--- config.mk ---
export PLATFORM = sky130hd
export DESIGN_NAME = utf8_to_ucs2_decoder
export DESIGN_NICKNAME = d
export VERILOG_FILES = /design/src/design/utf8dec_pkg.sv /design/src/design/utf8_to_ucs2_decoder.sv
export SDC_FILE = /design/constraint.sdc
export NUM_CORES = 1
export LEC_CHECK = 0
export BUFFER_PORTS_ARGS = -buffer_cell sky130_fd_sc_hd__buf_2
export CORE_ASPECT_RATIO = 0.6
export CORE_MARGIN = 1.5
export CORE_UTILIZATION = 59
export CTS_CLUSTER_SIZE = 30
export DETAILED_ROUTE_END_ITERATION = 12
export GPL_ROUTABILITY_DRIVEN = 0
export PLACE_DENSITY = 0.79
export SYNTH_ARGS = -nofsm -noshare
export SYNTH_HDL_FRONTEND = slang
export SYNTH_SLANG_ARGS = --single-unit
--- constraint.sdc ---
create_clock -name i_clk -period 3.3 [get_ports i_clk]
set_input_delay 0.33 -clock i_clk [delete_from_list [all_inputs] [get_ports i_clk]]
set_output_delay 0.33 -clock i_clk [all_outputs]
set_load 0.005 [all_outputs]
--- src/design/utf8dec_pkg.sv ---
// ---------------------------------------------------------------------------
// utf8dec_pkg: shared types and constants of the UTF-8 to UCS-2 decoder
// Result status codes, sequence length decode and per-length payload masks.
// ---------------------------------------------------------------------------
`default_nettype none

package utf8dec_pkg;

    // Result status codes
    typedef enum logic [2:0] {
        ST_OK       = 3'd0,
        ST_STRAY    = 3'd1,
        ST_TRUNC    = 3'd2,
        ST_ABOVE    = 3'd3,
        ST_OVERLONG = 3'd4
    } t_status;

    typedef logic [7:0]  t_byte;
    typedef logic [15:0] t_code;
    typedef logic [31:0] t_acc;
    typedef logic [2:0]  t_count;

    localparam logic [5:0] CONT_MASK = 6'h3F;

    // Sequence length of a lead byte 0xC0-0xFF; bits 1 and 0 of the lead are ignored
    function automatic t_count lead_length(input t_byte b);
        t_count len;
        if (!b[5]) begin
            len = 3'd2;
        end else if (!b[4]) begin
            len = 3'd3;
        end else if (!b[3]) begin
            len = 3'd4;
        end else if (!b[2]) begin
            len = 3'd5;
        end else begin
            len = 3'd6;
        end
        return len;
    endfunction

    // Payload bits kept on completion: low 2 + 5 * length bits
    function automatic t_acc keep_mask(input t_count len);
        t_acc m;
        case (len)
            3'd2:    m = 32'h0000_0FFF;
            3'd3:    m = 32'h0001_FFFF;
            3'd4:    m = 32'h003F_FFFF;
            3'd5:    m = 32'h07FF_FFFF;
            default: m = 32'hFFFF_FFFF;
        endcase
        return m;
    endfunction

    // Smallest value that is not overlong for a given length
    function automatic logic [16:0] min_value(input t_count len);
        logic [16:0] v;
        case (len)
            3'd2:    v = 17'h0_0080;
            3'd3:    v = 17'h0_0800;
            default: v = 17'h1_0000;
        endcase
        return v;
    endfunction

endpackage

`default_nettype wire

--- src/design/utf8_to_ucs2_decoder.sv ---
// ---------------------------------------------------------------------------
// utf8_to_ucs2_decoder: byte-wise UTF-8 to UCS-2 decoder
// Decodes one UTF-8 byte per transaction and emits a UCS-2 code or an error
// status when a character completes. Results pass through a two-entry queue.
// ---------------------------------------------------------------------------
// Results: each result is registered into the result queue and presented at its head.
// Throughput: one byte per cycle while the result queue is not full; the decode step
//   from the sequence state is a single combinational pass, and the two-entry result
//   queue keeps input flowing while one result waits at the output.
// Reset: synchronous active-low i_rst_n clears the sequence state (idle) and
//   empties the result queue.
// ---------------------------------------------------------------------------
`default_nettype none

module utf8_to_ucs2_decoder (
    input  wire logic                      i_clk,
    input  wire logic                      i_rst_n,
    // Input stream
    input  wire logic                      s_axis_tvalid,
    output logic                           s_axis_tready,
    input  wire utf8dec_pkg::t_byte        s_axis_tdata,   // [7:0] text_byte
    // Result stream
    output logic                           m_axis_tvalid,
    input  wire logic                      m_axis_tready,
    output utf8dec_pkg::t_code             m_axis_tdata,   // [15:0] code_point
    output logic [2:0]                     m_axis_tuser    // [2:0] status
);

    import utf8dec_pkg::*;

    // Sequence state
    t_acc   r_acc;
    t_acc   n_acc;
    t_count r_rem;
    t_count n_rem;
    t_count r_len;
    t_count n_len;

    // Result of the current byte
    logic    res_valid;
    t_code   res_code;
    t_status res_status;

    logic    is_cont;
    t_acc    acc_shift;
    t_acc    masked;
    logic    in_accept;
    logic    push;
    logic    pop;

    // Result queue
    t_code   r_q_code   [2];
    t_status r_q_status [2];
    logic    r_wr_ptr;
    logic    r_rd_ptr;
    logic [1:0] r_count;

    assign in_accept     = s_axis_tvalid && s_axis_tready;
    assign s_axis_tready = (r_count != 2'd2);
    assign push          = in_accept && res_valid;
    assign pop           = m_axis_tvalid && m_axis_tready;

    // Decode one byte against the sequence state
    always_comb begin
        is_cont    = (s_axis_tdata[7:6] == 2'b10);
        acc_shift  = {r_acc[25:0], s_axis_tdata[5:0] & CONT_MASK};
        masked     = acc_shift & keep_mask(r_len);
        n_acc      = r_acc;
        n_rem      = r_rem;
        n_len      = r_len;
        res_valid  = 1'b0;
        res_code   = '0;
        res_status = ST_OK;
        if (r_rem != 3'd0) begin
            if (!is_cont) begin
                // drop the byte, close the sequence
                n_rem      = 3'd0;
                res_valid  = 1'b1;
                res_status = ST_TRUNC;
            end else begin
                n_acc = acc_shift;
                n_rem = r_rem - 3'd1;
                if (r_rem == 3'd1) begin
                    res_valid = 1'b1;
                    if (masked[31:16] != 16'h0) begin
                        res_status = ST_ABOVE;
                    end else if ({1'b0, masked[15:0]} < min_value(r_len)) begin
                        res_status = ST_OVERLONG;
                    end else begin
                        res_code = masked[15:0];
                    end
                end
            end
        end else if (!s_axis_tdata[7]) begin
            res_valid = 1'b1;
            res_code  = {8'h00, s_axis_tdata};
        end else if (is_cont) begin
            res_valid  = 1'b1;
            res_status = ST_STRAY;
        end else begin
            // open a multi-byte sequence
            n_acc = {24'h0, s_axis_tdata};
            n_len = lead_length(s_axis_tdata);
            n_rem = n_len - 3'd1;
        end
    end

    // Advance the sequence state on each input transaction
    always_ff @(posedge i_clk) begin
        if (!i_rst_n) begin
            r_acc <= '0;
            r_rem <= '0;
            r_len <= '0;
        end else if (in_accept) begin
            r_acc <= n_acc;
            r_rem <= n_rem;
            r_len <= n_len;
        end
    end

    // Queue storage
    always_ff @(posedge i_clk) begin
        if (push) begin
            r_q_code[r_wr_ptr]   <= res_code;
            r_q_status[r_wr_ptr] <= res_status;
        end
    end

    // Queue pointers and fill level
    always_ff @(posedge i_clk) begin
        if (!i_rst_n) begin
            r_wr_ptr <= 1'b0;
            r_rd_ptr <= 1'b0;
            r_count  <= 2'd0;
        end else begin
            if (push) begin
                r_wr_ptr <= ~r_wr_ptr;
            end
            if (pop) begin
                r_rd_ptr <= ~r_rd_ptr;
            end
            case ({push, pop})
                2'b10:   r_count <= r_count + 2'd1;
                2'b01:   r_count <= r_count - 2'd1;
                default: r_count <= r_count;
            endcase
        end
    end

    // Present the queue head
    assign m_axis_tvalid = (r_count != 2'd0);
    assign m_axis_tdata  = r_q_code[r_rd_ptr];
    assign m_axis_tuser  = r_q_status[r_rd_ptr];

    // Checks
    a_count_range: assert property (@(posedge i_clk) disable iff (!i_rst_n)
        r_count != 2'd3)
        else $error("result queue overfilled");

    a_rem_below_len: assert property (@(posedge i_clk) disable iff (!i_rst_n)
        (r_rem != 3'd0) |-> (r_rem < r_len))
        else $error("continuation count exceeds sequence length");

    a_error_code_zero: assert property (@(posedge i_clk) disable iff (!i_rst_n)
        (m_axis_tvalid && (m_axis_tuser != ST_OK)) |-> (m_axis_tdata == 16'h0))
        else $error("error result carries a nonzero code");

    a_lead_no_result: assert property (@(posedge i_clk) disable iff (!i_rst_n)
        (in_accept && (r_rem == 3'd0) && (s_axis_tdata[7:6] == 2'b11))
        |=> (r_rem != 3'd0))
        else $error("lead byte did not open a sequence");

endmodule

`default_nettype wire

# ---- After elaboration in Yosys (flattened, before gate mapping)
# Memories as Yosys holds them, arrays and structs flattened. A register that Yosys moved wholly into a read port is not among the register bits.
# Cells that the tools add are included.
dict set report word_totals {
  regBits 36
  latchBits 0
  ramBits 38
  mem_bits_ro 0
  input_bits 12
  output_inout_bits 21
  wordCells 86
  mem_count 2
}
dict set report classes {
  n_addsub 4
  n_mul 0
  div_mod_pow 0
  magnitude_cmp 1
  n_eq_ne 11
  n_shift 0
  muxes 46
  bitwise 5
  n_reduce_logical 11
}
# memory depth width read_ports rd_clocked_by_memory_dff write_ports line_no
set memory_table {}
lappend memory_table {r_q_code 2 16 1 1 1 utf8_to_ucs2_decoder.sv:52} ;# t_code r_q_code [2];
lappend memory_table {r_q_status 2 3 1 1 1 utf8_to_ucs2_decoder.sv:53} ;# t_status r_q_status [2];
# cell n
set op_table {}
lappend op_table {{$pmux 32 s4} 1}
lappend op_table {{$mux 26} 4}
lappend op_table {{$mux 16} 5}
lappend op_table {{$mux 17} 4}
lappend op_table {{$mux 3} 14}
lappend op_table {{$pmux 17 s2} 1}
lappend op_table {{$and 32x32->32} 1}
lappend op_table {{$lt 16x17->1} 1}
lappend op_table {{$reduce_bool 16->1} 1}
lappend op_table {{$mux 1} 13}
lappend op_table {{$reduce_and 4->1} 2}
lappend op_table {{$mux 7} 1}
lappend op_table {{$eq 3x2->1 const B} 2}
lappend op_table {{$eq 3x3->1 const B} 2}
lappend op_table {{$reduce_bool 2->1} 3}
lappend op_table {{$sub 3x1->3 const B} 2}
lappend op_table {{$eq 2x2->1 const B} 2}
lappend op_table {{$mux 2} 2}
lappend op_table {{$ne 2x2->1 const B} 2}
lappend op_table {{$not 1->1} 4}
lappend op_table {{$pmux 2 s2} 1}
lappend op_table {{$eq 3x1->1 const B} 1}
lappend op_table {{$logic_and 1x1->1} 3}
lappend op_table {{$reduce_and 3->1} 1}
lappend op_table {{other kinds (5)} 5}

# ---- Longest topological paths before layout
# Gate-level depths: netlist of run 1.
dict set report depth {
  ltp_word 14
  ltp_mapped 12
  depth_no_buf 11
}

# ---- Worst setup path before layout of run 1
# No wires, ideal clock.
dict set report synth_timing {
  path_type {reg-to-reg}
  from {register r_rem[0]}
  to {memory r_q_code[0][0] in the netlist's numbering (enable)}
  setup_time_ps 395
  t_arrival_ps 2355
  required_ps 2905
  setup_slack_ps 550
  stages_incl_launch_ff 10
  path_buffers 1
  period_less_slack_ps 2750
  path_cell_list {dfxtp_1 > inv_1 > ha_1 > nand2b_1 > buf_2 > inv_1 > mux2_2 > a21oi_1 > inv_1 > nor2_1}
}
dict set report synth_via {
  elab_chain_cells 7
  word_cells_on_any_way 8
  classes_between {eq/ne: 1; mux: 5; reduce/logical: 2}
}
# element line_no
set synth_lines {}
lappend synth_lines {{start: declaration} utf8_to_ucs2_decoder.sv:34} ;# t_count r_rem;
lappend synth_lines {{start signal: assignment} utf8_to_ucs2_decoder.sv:116} ;# r_rem <= n_rem;
lappend synth_lines {{$eq 3x1->1} utf8_to_ucs2_decoder.sv:83} ;# if (r_rem == 3'd1) begin
lappend synth_lines {{$mux 1} utf8_to_ucs2_decoder.sv:83}
lappend synth_lines {{$mux 1} utf8_to_ucs2_decoder.sv:75} ;# if (!is_cont) begin
lappend synth_lines {{$mux 1 (*)} utf8_to_ucs2_decoder.sv:74} ;# if (r_rem != 3'd0) begin
lappend synth_lines {{$logic_and 1x1->1 (*)} utf8_to_ucs2_decoder.sv:60} ;# assign push = in_accept && res_valid;
lappend synth_lines {{$mux 1 (*)} utf8_to_ucs2_decoder.sv:123} ;# if (push) begin
lappend synth_lines {{$mux 1 (not written as such) (*)} utf8_to_ucs2_decoder.sv:124} ;# r_q_code[r_wr_ptr] <= res_code;
lappend synth_lines {{end: declaration} utf8_to_ucs2_decoder.sv:52}
# Every way passes the cells marked *; elsewhere a longest branch is shown, timed or not.

# ---- Worst setup path after layout of run 1
dict set report layout_timing {
  from {register r_rem[0]}
  to {register r_acc[16]}
}
dict set report layout_via {
  elab_chain_cells 3
  word_cells_on_any_way 6
  classes_between {eq/ne: 2; mux: 1; reduce/logical: 3}
}
# element line_no
set layout_lines {}
lappend layout_lines {{$reduce_bool 3->1 (*)} utf8_to_ucs2_decoder.sv:74}
lappend layout_lines {{$ne 2x1->1 (no source line), or another cell as far along} n/a}
lappend layout_lines {{$reduce_and 4->1 (no source line)} n/a}
lappend layout_lines {{end signal: assignment} utf8_to_ucs2_decoder.sv:115} ;# r_acc <= n_acc;
lappend layout_lines {{end: declaration} utf8_to_ucs2_decoder.sv:32} ;# t_acc r_acc;
# Marks and branches as above.
# A chain may end at the register's enable or synchronous reset.

==> metrics.txt, run 1 <==
Slew Viols, Final 0; 1st-pass router iterations 5; Crit Reg-Reg Startpoint r_rem[0]; FFs w/ async S/R, synth 0; Ys Warns 0; Starting Density 0.620; worst min path class input port to flop; CTS clk-pin slew, worst paths 0.08 ns; Yosys cell types 52; sequential element share of the synthesized area 0.540; fin nets 376; worst slew pin tran 0.900 ns; RSZ-0062 raised after global routing no; Mapped Area 3480 um2; critical path endpoint category flop; CTS Buf Count 9; cell count after synthesis 323; Max H-tree Level 3; Final Cycle Share 0.820; port bufs 32; max-cap viol count 0; core area 5620 um2; die height 62.5 um; row count 21; Die X-Extent 102 um; WP data arrival 2.92 ns; Sink Count 75; first-pass GRT wire length 11.6 mm; EDFF count, synth 38; fin util 0.689; Setup-failing EPs final 0; status finished clean; drt total wl 7.01 mm; Post-CTS Resized 0; Post-synth top flop edfxtp_1; Final HPWL DP 4.79 mm; r2r setup slk 0.59 ns; kind of critical path flop to flop; global route overflow 0; initial antenna violation count 0; Via Count 2,534; Root Driver clkbuf_8; Iter 0 DRT Violations 212; #FFs+latches synth 75; final count of hold timing violations 0; CP Data Required Time 3.52 ns; clock buffer depth 2; largest net degree at the start of global routing 32; slew margin rel. 0.399; Syn Area/Cell 10.8 um2; cts hold-fix bufs 0; fmax 0.369 GHz; CP startpoint kind flop; Syn-to-layout area delta 11.2%; # diodes 0; Layout Skew 0.0111 ns; Setup crit start r_rem[0]; min Tclk post-route 2.71 ns; Place WS 0.625 ns; die area 6390 um2; VDD IR max 0.000330 V; CTS tree built; CP max FO 24; Net Count, Synth 343; layout cells sized above 1 0.247; vias per std cell 5.75; Final ANT Viol Nets 0; post-route setup TNS 0 ns; number of remaining DRC errors 0; PwrDens 685 nW/um2; routed len/inst 15.9 um; worst hold start s_axis_tdata[0]; count of boundary I/O pins 33; clk_lat worst skew 0.35 ns; dpl cell area 3700 um2; Post-CTS Setup Inserts 0; Tot GR Track Use 0.240; final setup margin 0.593 ns; final instance area 3880 um2; Pleak 1.35 nW; vias in the first global route 2,433
[power breakdown]
| group | internal [W] | switching, W | total (W) |
|---|---|---|---|
| Combinational | 0.000340 | 0.000437 | 0.000776 |
| Sequential | 0.00114 | 0.000104 | 0.00125 |
| Clock | 0.000296 | 0.000338 | 0.000634 |
[cell type report]
type,instances,area [um2]
Fill cell,435,1750
Multi-Input combinational cell,218,1460
Clock inverter,5,37.5
Timing Repair Buffer,37,198
Inverter,15,56.3
Sequential cell,75,1880
Tap cell,80,100
Clock buffer,11,141
[worst max-delay path, stage by stage, from the launching register on]
cell and delay, ns:
dfxtp_1 0.37, inv_1 0.09, ha_1 0.27, nand2b_1 0.12, inv_1 0.13, ha_1 0.36, or4b_1 0.93, nand2_1 0.20
a21oi_1 0.09
[worst paths after layout]
| check | depth (start not counted) | to |
|---|---|---|
| setup reg to reg | 8 | r_acc[16] |
| hold reg to reg | 2 | r_acc[23] |
| hold / removal | 3 | r_acc[0] |
| setup / recovery | 8 | r_acc[16] |
[synth_stat cells (2+ instances only)]
master    count  share of area
o21ai_4       2         0.0093
nor3_1       10          0.014
a311oi_1      2         0.0050
nor4b_1       4          0.010
buf_2         5         0.0072
nand2_1      50          0.054
clkbuf_1      7         0.0075
mux2_2       20          0.065
or4b_1        2         0.0057
nor2_1       10          0.011
and2_1        2         0.0036
a211oi_1      4         0.0086
nor2b_1       3         0.0054
o21ai_0       4         0.0057
nand2b_1      3         0.0054
a21oi_1      31          0.045
buf_6         3         0.0097
inv_1        14          0.015
o22ai_1       3         0.0054
nand3b_1      4         0.0086
nand3_1      18          0.026
ha_1          8          0.029
or2_2         3         0.0054
edfxtp_1     38           0.33
xnor2_1       3         0.0075
o31ai_1       6          0.013
or4_4         3         0.0097
dfxtp_1      37           0.21
[logic make-up after synthesis]
logic type	share of synthesized area
compound gates	0.117
buf+inv	0.0406
flops	0.540
mux	0.0675
simple gates	0.196
xor+xnor	0.0101
fa+ha+maj	0.0287
[sequential cells by signal, summed over array words and instances (netlist names), named ones only]
signal and cells:
r_acc 26, r_count 2, r_len 3, r_q_code 32
r_q_status 6, r_rd_ptr 1, r_rem 3, r_wr_ptr 1
[cells in the final DEF, fill, tap and decap left out, drive strengths merged, types with 4 or more instances in the layout]
master	n
a211oi	4
a21oi	32
buf	37
clkbuf	11
dfxtp	37
edfxtp	38
ha	8
inv	15
mux2	20
nand2	50
nand3	18
nand3b	4
nor2	12
nor3	11
nor4b	5
o21ai	7
o31ai	7
[layer usage]
layer | up-vias | routed length [um] | global-route usage
met1 | 1206 | 3300 | 0.333
met4 | 0 | 142 | 0.0976
met5 | - | 0 | 0
met2 | 85 | 3120 | 0.352
met3 | 14 | 445 | 0.0716
li1 | 1229 | - | -
[through the flow]
| step | cells | hold slack [ns] | power [W] |
|---|---|---|---|
| after floorplan | 323 | 0.431 | 0.00180 |
| after global placement | 425 | 0.439 | 0.00200 |
| after detailed placement | 425 | 0.445 | 0.00203 |
| after CTS | 441 | 0.236 | 0.00266 |
| after global routing | 441 | 0.239 | 0.00281 |
| final | 441 | 0.242 | 0.00266 |
Note: power is estimated with default switching activity, not from simulation.
==> run 2: changes to the inputs <==
Settings changed: CORE_UTILIZATION 59 to 53, PLACE_DENSITY 0.79 to 0.75.
Clock period 3.3 ns to 2.3 ns, I/O delays scaled along.
==> run 2 against run 1 <==
Critical endpoint is now r_acc[8]. Clock skew grew 0.0028 ns. Critical path type unchanged. Cell area rose by 3.9%. Register-to-register slack got worse by 0.49 ns. Utilization shrank 4.2 points. Combinational power is 66% higher. Global-route usage fell by 1.7 points. Largest cell class unchanged. Highest routed layer unchanged.
==> metrics.txt, run 2 (synthesis gave the netlist of run 1 again) <==
worst min path class input port to flop; Layout Skew 0.0139 ns (+0.00275 ns); count of boundary I/O pins 33 (unchanged); commonest cells after routing, fill and taps aside nand2_1 (50), edfxtp_1 (38), dfxtp_1 (36), buf_2 (32), a21oi_1 (30); Pleak 1.40 nW (+3.8%); PwrDens 979 nW/um2 (+43%); Critical path buffers and inverters 3 (+1); die height 65.8 um (+5.2%); Starting Density 0.560 (-0.0596); layout cells sized above 1 0.293 (+0.0461); CTS Buf Count 9 (unchanged); commonest non-fill, non-tap cell in the layout nand2_1; max FFs per register 32 (unchanged); reg2reg path depth 9 (+1); critical path endpoint category flop; CP cell instances inv_1, ha_2, nand2b_1, inv_2, ha_1, or4b_1, buf_4, nand2_1, a21oi_1; Largest regs r_q_code (32), r_acc (26), r_q_status (6); slowest cell on the critical path or4b_1; Hold Path Depth 3 (unchanged); worst slew pin tran 0.727 ns (-0.173 ns); status finished clean; port bufs 32 (unchanged); Final Cycle Share 0.954 (+0.134); clk_lat worst skew 0.36 ns (about the same); WP depth 9 (+1); final setup margin 0.105 ns (-0.488 ns); vias per std cell 5.65 (-1.7%); Syn-to-layout area delta 15.5%; 1st-pass router iterations 4 (-1); Setup-failing EPs final 0 (unchanged); global route overflow 0 (unchanged); die area 7090 um2 (+11%); Crit path largest cell delay 0.52 ns (-0.41 ns); vias in the first global route 2,397 (-1.5%); Final ANT Viol Nets 0 (unchanged); Final HPWL DP 4.84 mm (+1.0%); fmax 0.456 GHz (+23%); final count of hold timing violations 0 (unchanged); CTS tree built; kind of critical path flop to flop; Place WS 0.0338 ns (-0.591 ns); CP top delay family simple AND/OR/NAND/NOR gates; Slew Viols, Final 0 (unchanged); Root Driver clkbuf_8; slew margin rel. 0.513 (+0.114); Max H-tree Level 3 (unchanged); number of remaining DRC errors 0 (unchanged); drt total wl 7.15 mm (+2.1%); WP data arrival 2.43 ns (-0.49 ns); Tot GR Track Use 0.223 (-0.0168); min Tclk post-route 2.19 ns (-0.512 ns); # placed instances 437 (+2.8%); total power 0.00394 W (+48%); Sink Count 75 (unchanged); row count 22 (+4.8%); first-pass GRT wire length 11.7 mm (+0.78%); routed len/inst 15.8 um (-0.65%); VDD IR max 0.000492 V (+49%); CP max FO 24 (unchanged); r2r setup slk 0.11 ns (-0.49 ns); CP startpoint kind flop; # diodes 0 (unchanged); fillers 527 (+21%); Via Count 2,559 (+0.99%); Die X-Extent 108 um (+5.3%); Iter 0 DRT Violations 160 (-25%); fin nets 384 (+2.1%); clock buffer depth 2 (unchanged); initial antenna violation count 0 (unchanged); largest register by flop count r_q_code; CTS clk-pin slew, worst paths 0.08 ns (about the same); cts hold-fix bufs 0 (unchanged); CP Data Required Time 2.54 ns (-0.98 ns); core area 6220 um2 (+11%); non-filler cells, final 453 (+2.7%); largest net degree at the start of global routing 30 (-6.3%); max-cap viol count 0 (unchanged)
-- run 2: layout make-up --
| type | count | area (um2) | area share |
|---|---|---|---|
| flip-flops and latches | 75 | 1880 | 0.468 |
| multi-input cells | 218 | 1510 | 0.374 |
| clock inverters | 6 | 41.3 | 0.0103 |
| repair buffers | 45 | 295 | 0.0733 |
| clock buffers | 10 | 138 | 0.0342 |
| well taps | 84 | 105 | 0.0261 |
| inverters | 15 | 56.3 | 0.0140 |
-- run 2: final timing paths --
check / startpoint / to
hold / removal: i_rst_n / r_wr_ptr
setup / recovery: r_rem[0] / r_acc[8]
setup reg to reg: r_rem[0] / r_acc[8]
hold reg to reg: r_acc[20] / r_acc[20]
-- run 2: tightest hold or removal path, stage by stage --
cell and delay (ns):
buf_2 0.12, nand2_1 0.06, mux2i_1 0.06
-- run 2: where the power goes --
group / total (W) / switching, W / internal, W
combinational: 0.00129 / 0.000710 / 0.000583
sequential: 0.00173 / 0.0000960 / 0.00164
clock: 0.000916 / 0.000498 / 0.000418
-- run 2: stage by stage --
stage | TNS [ns] | cell area [um2] | utilization | hold WS, ns
5_1_grt | -0.00359 | 4030 | 0.647 | 0.160
3_3_place_gp | 0 | 3810 | 0.613 | 0.440
2_1_floorplan | 0 | 3500 | - | 0.366
4_1_cts | 0 | 3990 | 0.642 | 0.143
6_report | 0 | 4030 | 0.647 | 0.159
3_5_place_dp | 0 | 3810 | 0.613 | 0.444
-- run 2: repair_timing --
item	CTS	global route
gates resized for setup	0	7
setup endpoints to repair	0	34
setup buffers	0	0
-- run 2: layer usage --
layer	vias to the layer above	routed length (um)	track usage
met2	63	3120	0.331
met3	10	365	0.0631
met4	0	122	0.0822
met1	1241	3550	0.313
met5	-	0	0
li1	1245	-	-
==> run 3: changes to the inputs <==
Settings changed: CORE_MARGIN 1.5 to 2.
==> run 3 against run 2 <==
First-iteration DRC count fell by 19%. Wire length rose by 0.15%. Sequential share of layout area rose by 0.23 points. Cell count fell by 0.66%. Setup slack got worse by 0.0096 ns. Combinational power barely moved. Clock-buffer cell count rose by 1. Total power fell by 0.87%. Non-clock buffer count fell by 3. Largest cell class unchanged. Highest routed layer unchanged. Clock power fell by 5.9%. Hold slack improved by 0.015 ns.
==> metrics.txt, run 3 (synthesis gave the netlist of run 1 again) <==
status finished clean; Final HPWL DP 4.88 mm (+0.78%); core area 6220 um2 (unchanged); fillers 531 (+0.76%); PwrDens 975 nW/um2 (-0.38%); kind of critical path flop to flop; Syn-to-layout area delta 15.0%; number of remaining DRC errors 0 (unchanged); Iter 0 DRT Violations 130 (-19%); CP startpoint kind flop; clock buffer depth 2 (unchanged); commonest cells after routing, fill and taps aside nand2_1 (50), edfxtp_1 (38), dfxtp_1 (36), buf_2 (32), a21oi_1 (29); CP max FO 24 (unchanged); Layout Skew 0.0129 ns (-0.000985 ns); Max H-tree Level 3 (unchanged); Sw Share 0.331 (about the same); r2r setup slk 0.1 ns (about the same); CTS tree built; max FFs per register 32 (unchanged); largest register by flop count r_q_code; post-route setup TNS 0 ns (unchanged); Root Driver clkbuf_8; worst min path class input port to flop; # diodes 0 (unchanged); largest net degree at the start of global routing 31 (+3.3%); Switch Pwr 0.00129 W (-0.87%); die height 66.8 um (+1.5%); commonest non-fill, non-tap cell in the layout nand2_1; worst hold start i_rst_n; WP data arrival 2.43 ns (about the same); fin nets 381 (-0.78%); non-filler cells, final 450 (-0.66%); die area 7260 um2 (+2.5%); port bufs 32 (unchanged); initial antenna violation count 0 (unchanged); global route overflow 0 (unchanged); Pleak 1.38 nW (-1.1%); row count 22 (unchanged); Setup crit start r_rem[0]; final instance area 4010 um2 (-0.50%); Post-CTS Resized 2 (+2); CP Data Required Time 2.53 ns (about the same); drt total wl 7.16 mm (+0.15%); Setup-failing EPs final 0 (unchanged); dpl cell area 3790 um2 (-0.59%); Final Cycle Share 0.958 (+0.00417); Tot GR Track Use 0.219 (-0.00346); Sink Count 75 (unchanged); VDD IR max 0.000399 V (-19%); CTS clk-pin slew, worst paths 0.08 ns (about the same); Comb power frac 0.335 (+0.007); vias in the first global route 2,393 (-0.17%); clock share of power 0.221 (-0.011); min Tclk post-route 2.20 ns (+0.00959 ns); Final ANT Viol Nets 0 (unchanged); slew margin rel. 0.478 (-0.0350); vias per std cell 5.61 (-0.71%); worst slew pin tran 0.781 ns (+0.0538 ns); Via Count 2,524 (-1.4%); Sequential Power Share 0.445 (+0.005); internal cell power 0.00261 W (-0.87%); fmax 0.454 GHz (-0.43%); Slew Viols, Final 0 (unchanged); Largest regs r_q_code (32), r_acc (26), r_q_status (6); critical path endpoint category flop; first-pass GRT wire length 11.8 mm (+0.95%); multi-input combinational cell area 1530 um2 (+1.2%); layout cells sized above 1 0.290 (-0.00307); total power 0.00391 W (-0.87%); # placed instances 434 (-0.69%); Sequential Area 1880 um2 (unchanged); final count of hold timing violations 0 (unchanged); Starting Density 0.560 (unchanged); Post-CTS Setup Inserts 0 (unchanged); routed len/inst 15.9 um (+0.82%); Die X-Extent 109 um (+0.93%); CTS Buf Count 9 (unchanged); max-cap viol count 0 (unchanged); Crit Reg-Reg Startpoint r_rem[0]; cts hold-fix bufs 0 (unchanged); clk_lat worst skew 0.35 ns (about the same); count of boundary I/O pins 33 (unchanged); 1st-pass router iterations 4 (unchanged)
run 3: critical path: stages, from the launching register on:
cell and delay [ns]:
dfxtp_2 0.35, inv_1 0.10, ha_4 0.20, nand2b_1 0.11
inv_2 0.05, ha_1 0.33, or4b_1 0.52, buf_4 0.23
nand2_1 0.11, a21oi_1 0.07
run 3: final timing paths:
path | end | depth (start not counted)
worst max-delay path | r_acc[1] | 9
worst min-delay path | r_wr_ptr | 3
worst max register to register | r_acc[1] | 9
worst min register to register | r_acc[23] | 2
run 3: power groups by stage:
stage / combinational (W) / sequential, W / clock [W]
after floorplan: 0.000859 / 0.00173 / 0
after global placement: 0.00123 / 0.00175 / 0
after detailed placement: 0.00125 / 0.00176 / 0
after CTS: 0.00127 / 0.00174 / 0.000880
after global routing: 0.00144 / 0.00176 / 0.000948
final: 0.00131 / 0.00174 / 0.000862
run 3: layout make-up:
class | instances | area share
Multi-Input combinational cell | 218 | 0.381
Timing Repair Buffer | 42 | 0.0681
Clock inverter | 5 | 0.00781
Inverter | 15 | 0.0141
Clock buffer | 11 | 0.0328
Tap cell | 84 | 0.0262
Sequential cell | 75 | 0.470
run 3: layer usage:
| layer | global-route usage | up-vias | wire (um) |
|---|---|---|---|
| li1 | - | 1236 | - |
| met1 | 0.317 | 1205 | 3490 |
| met2 | 0.319 | 75 | 3090 |
| met3 | 0.0616 | 8 | 498 |
| met4 | 0.0689 | 0 | 86 |
| met5 | 0 | - | 0 |
run 3: per-stage QoR:
| stage | utilization | hold slack, ns | setup WS, ns |
|---|---|---|---|
| after global routing | 0.644 | 0.170 | -0.00110 |
| final | 0.644 | 0.174 | 0.0958 |
| after detailed placement | 0.609 | 0.449 | 0.000895 |
| after floorplan | - | 0.366 | 0.00976 |
| after CTS | 0.636 | 0.158 | 0.0285 |
| after global placement | 0.609 | 0.440 | 0.129 |
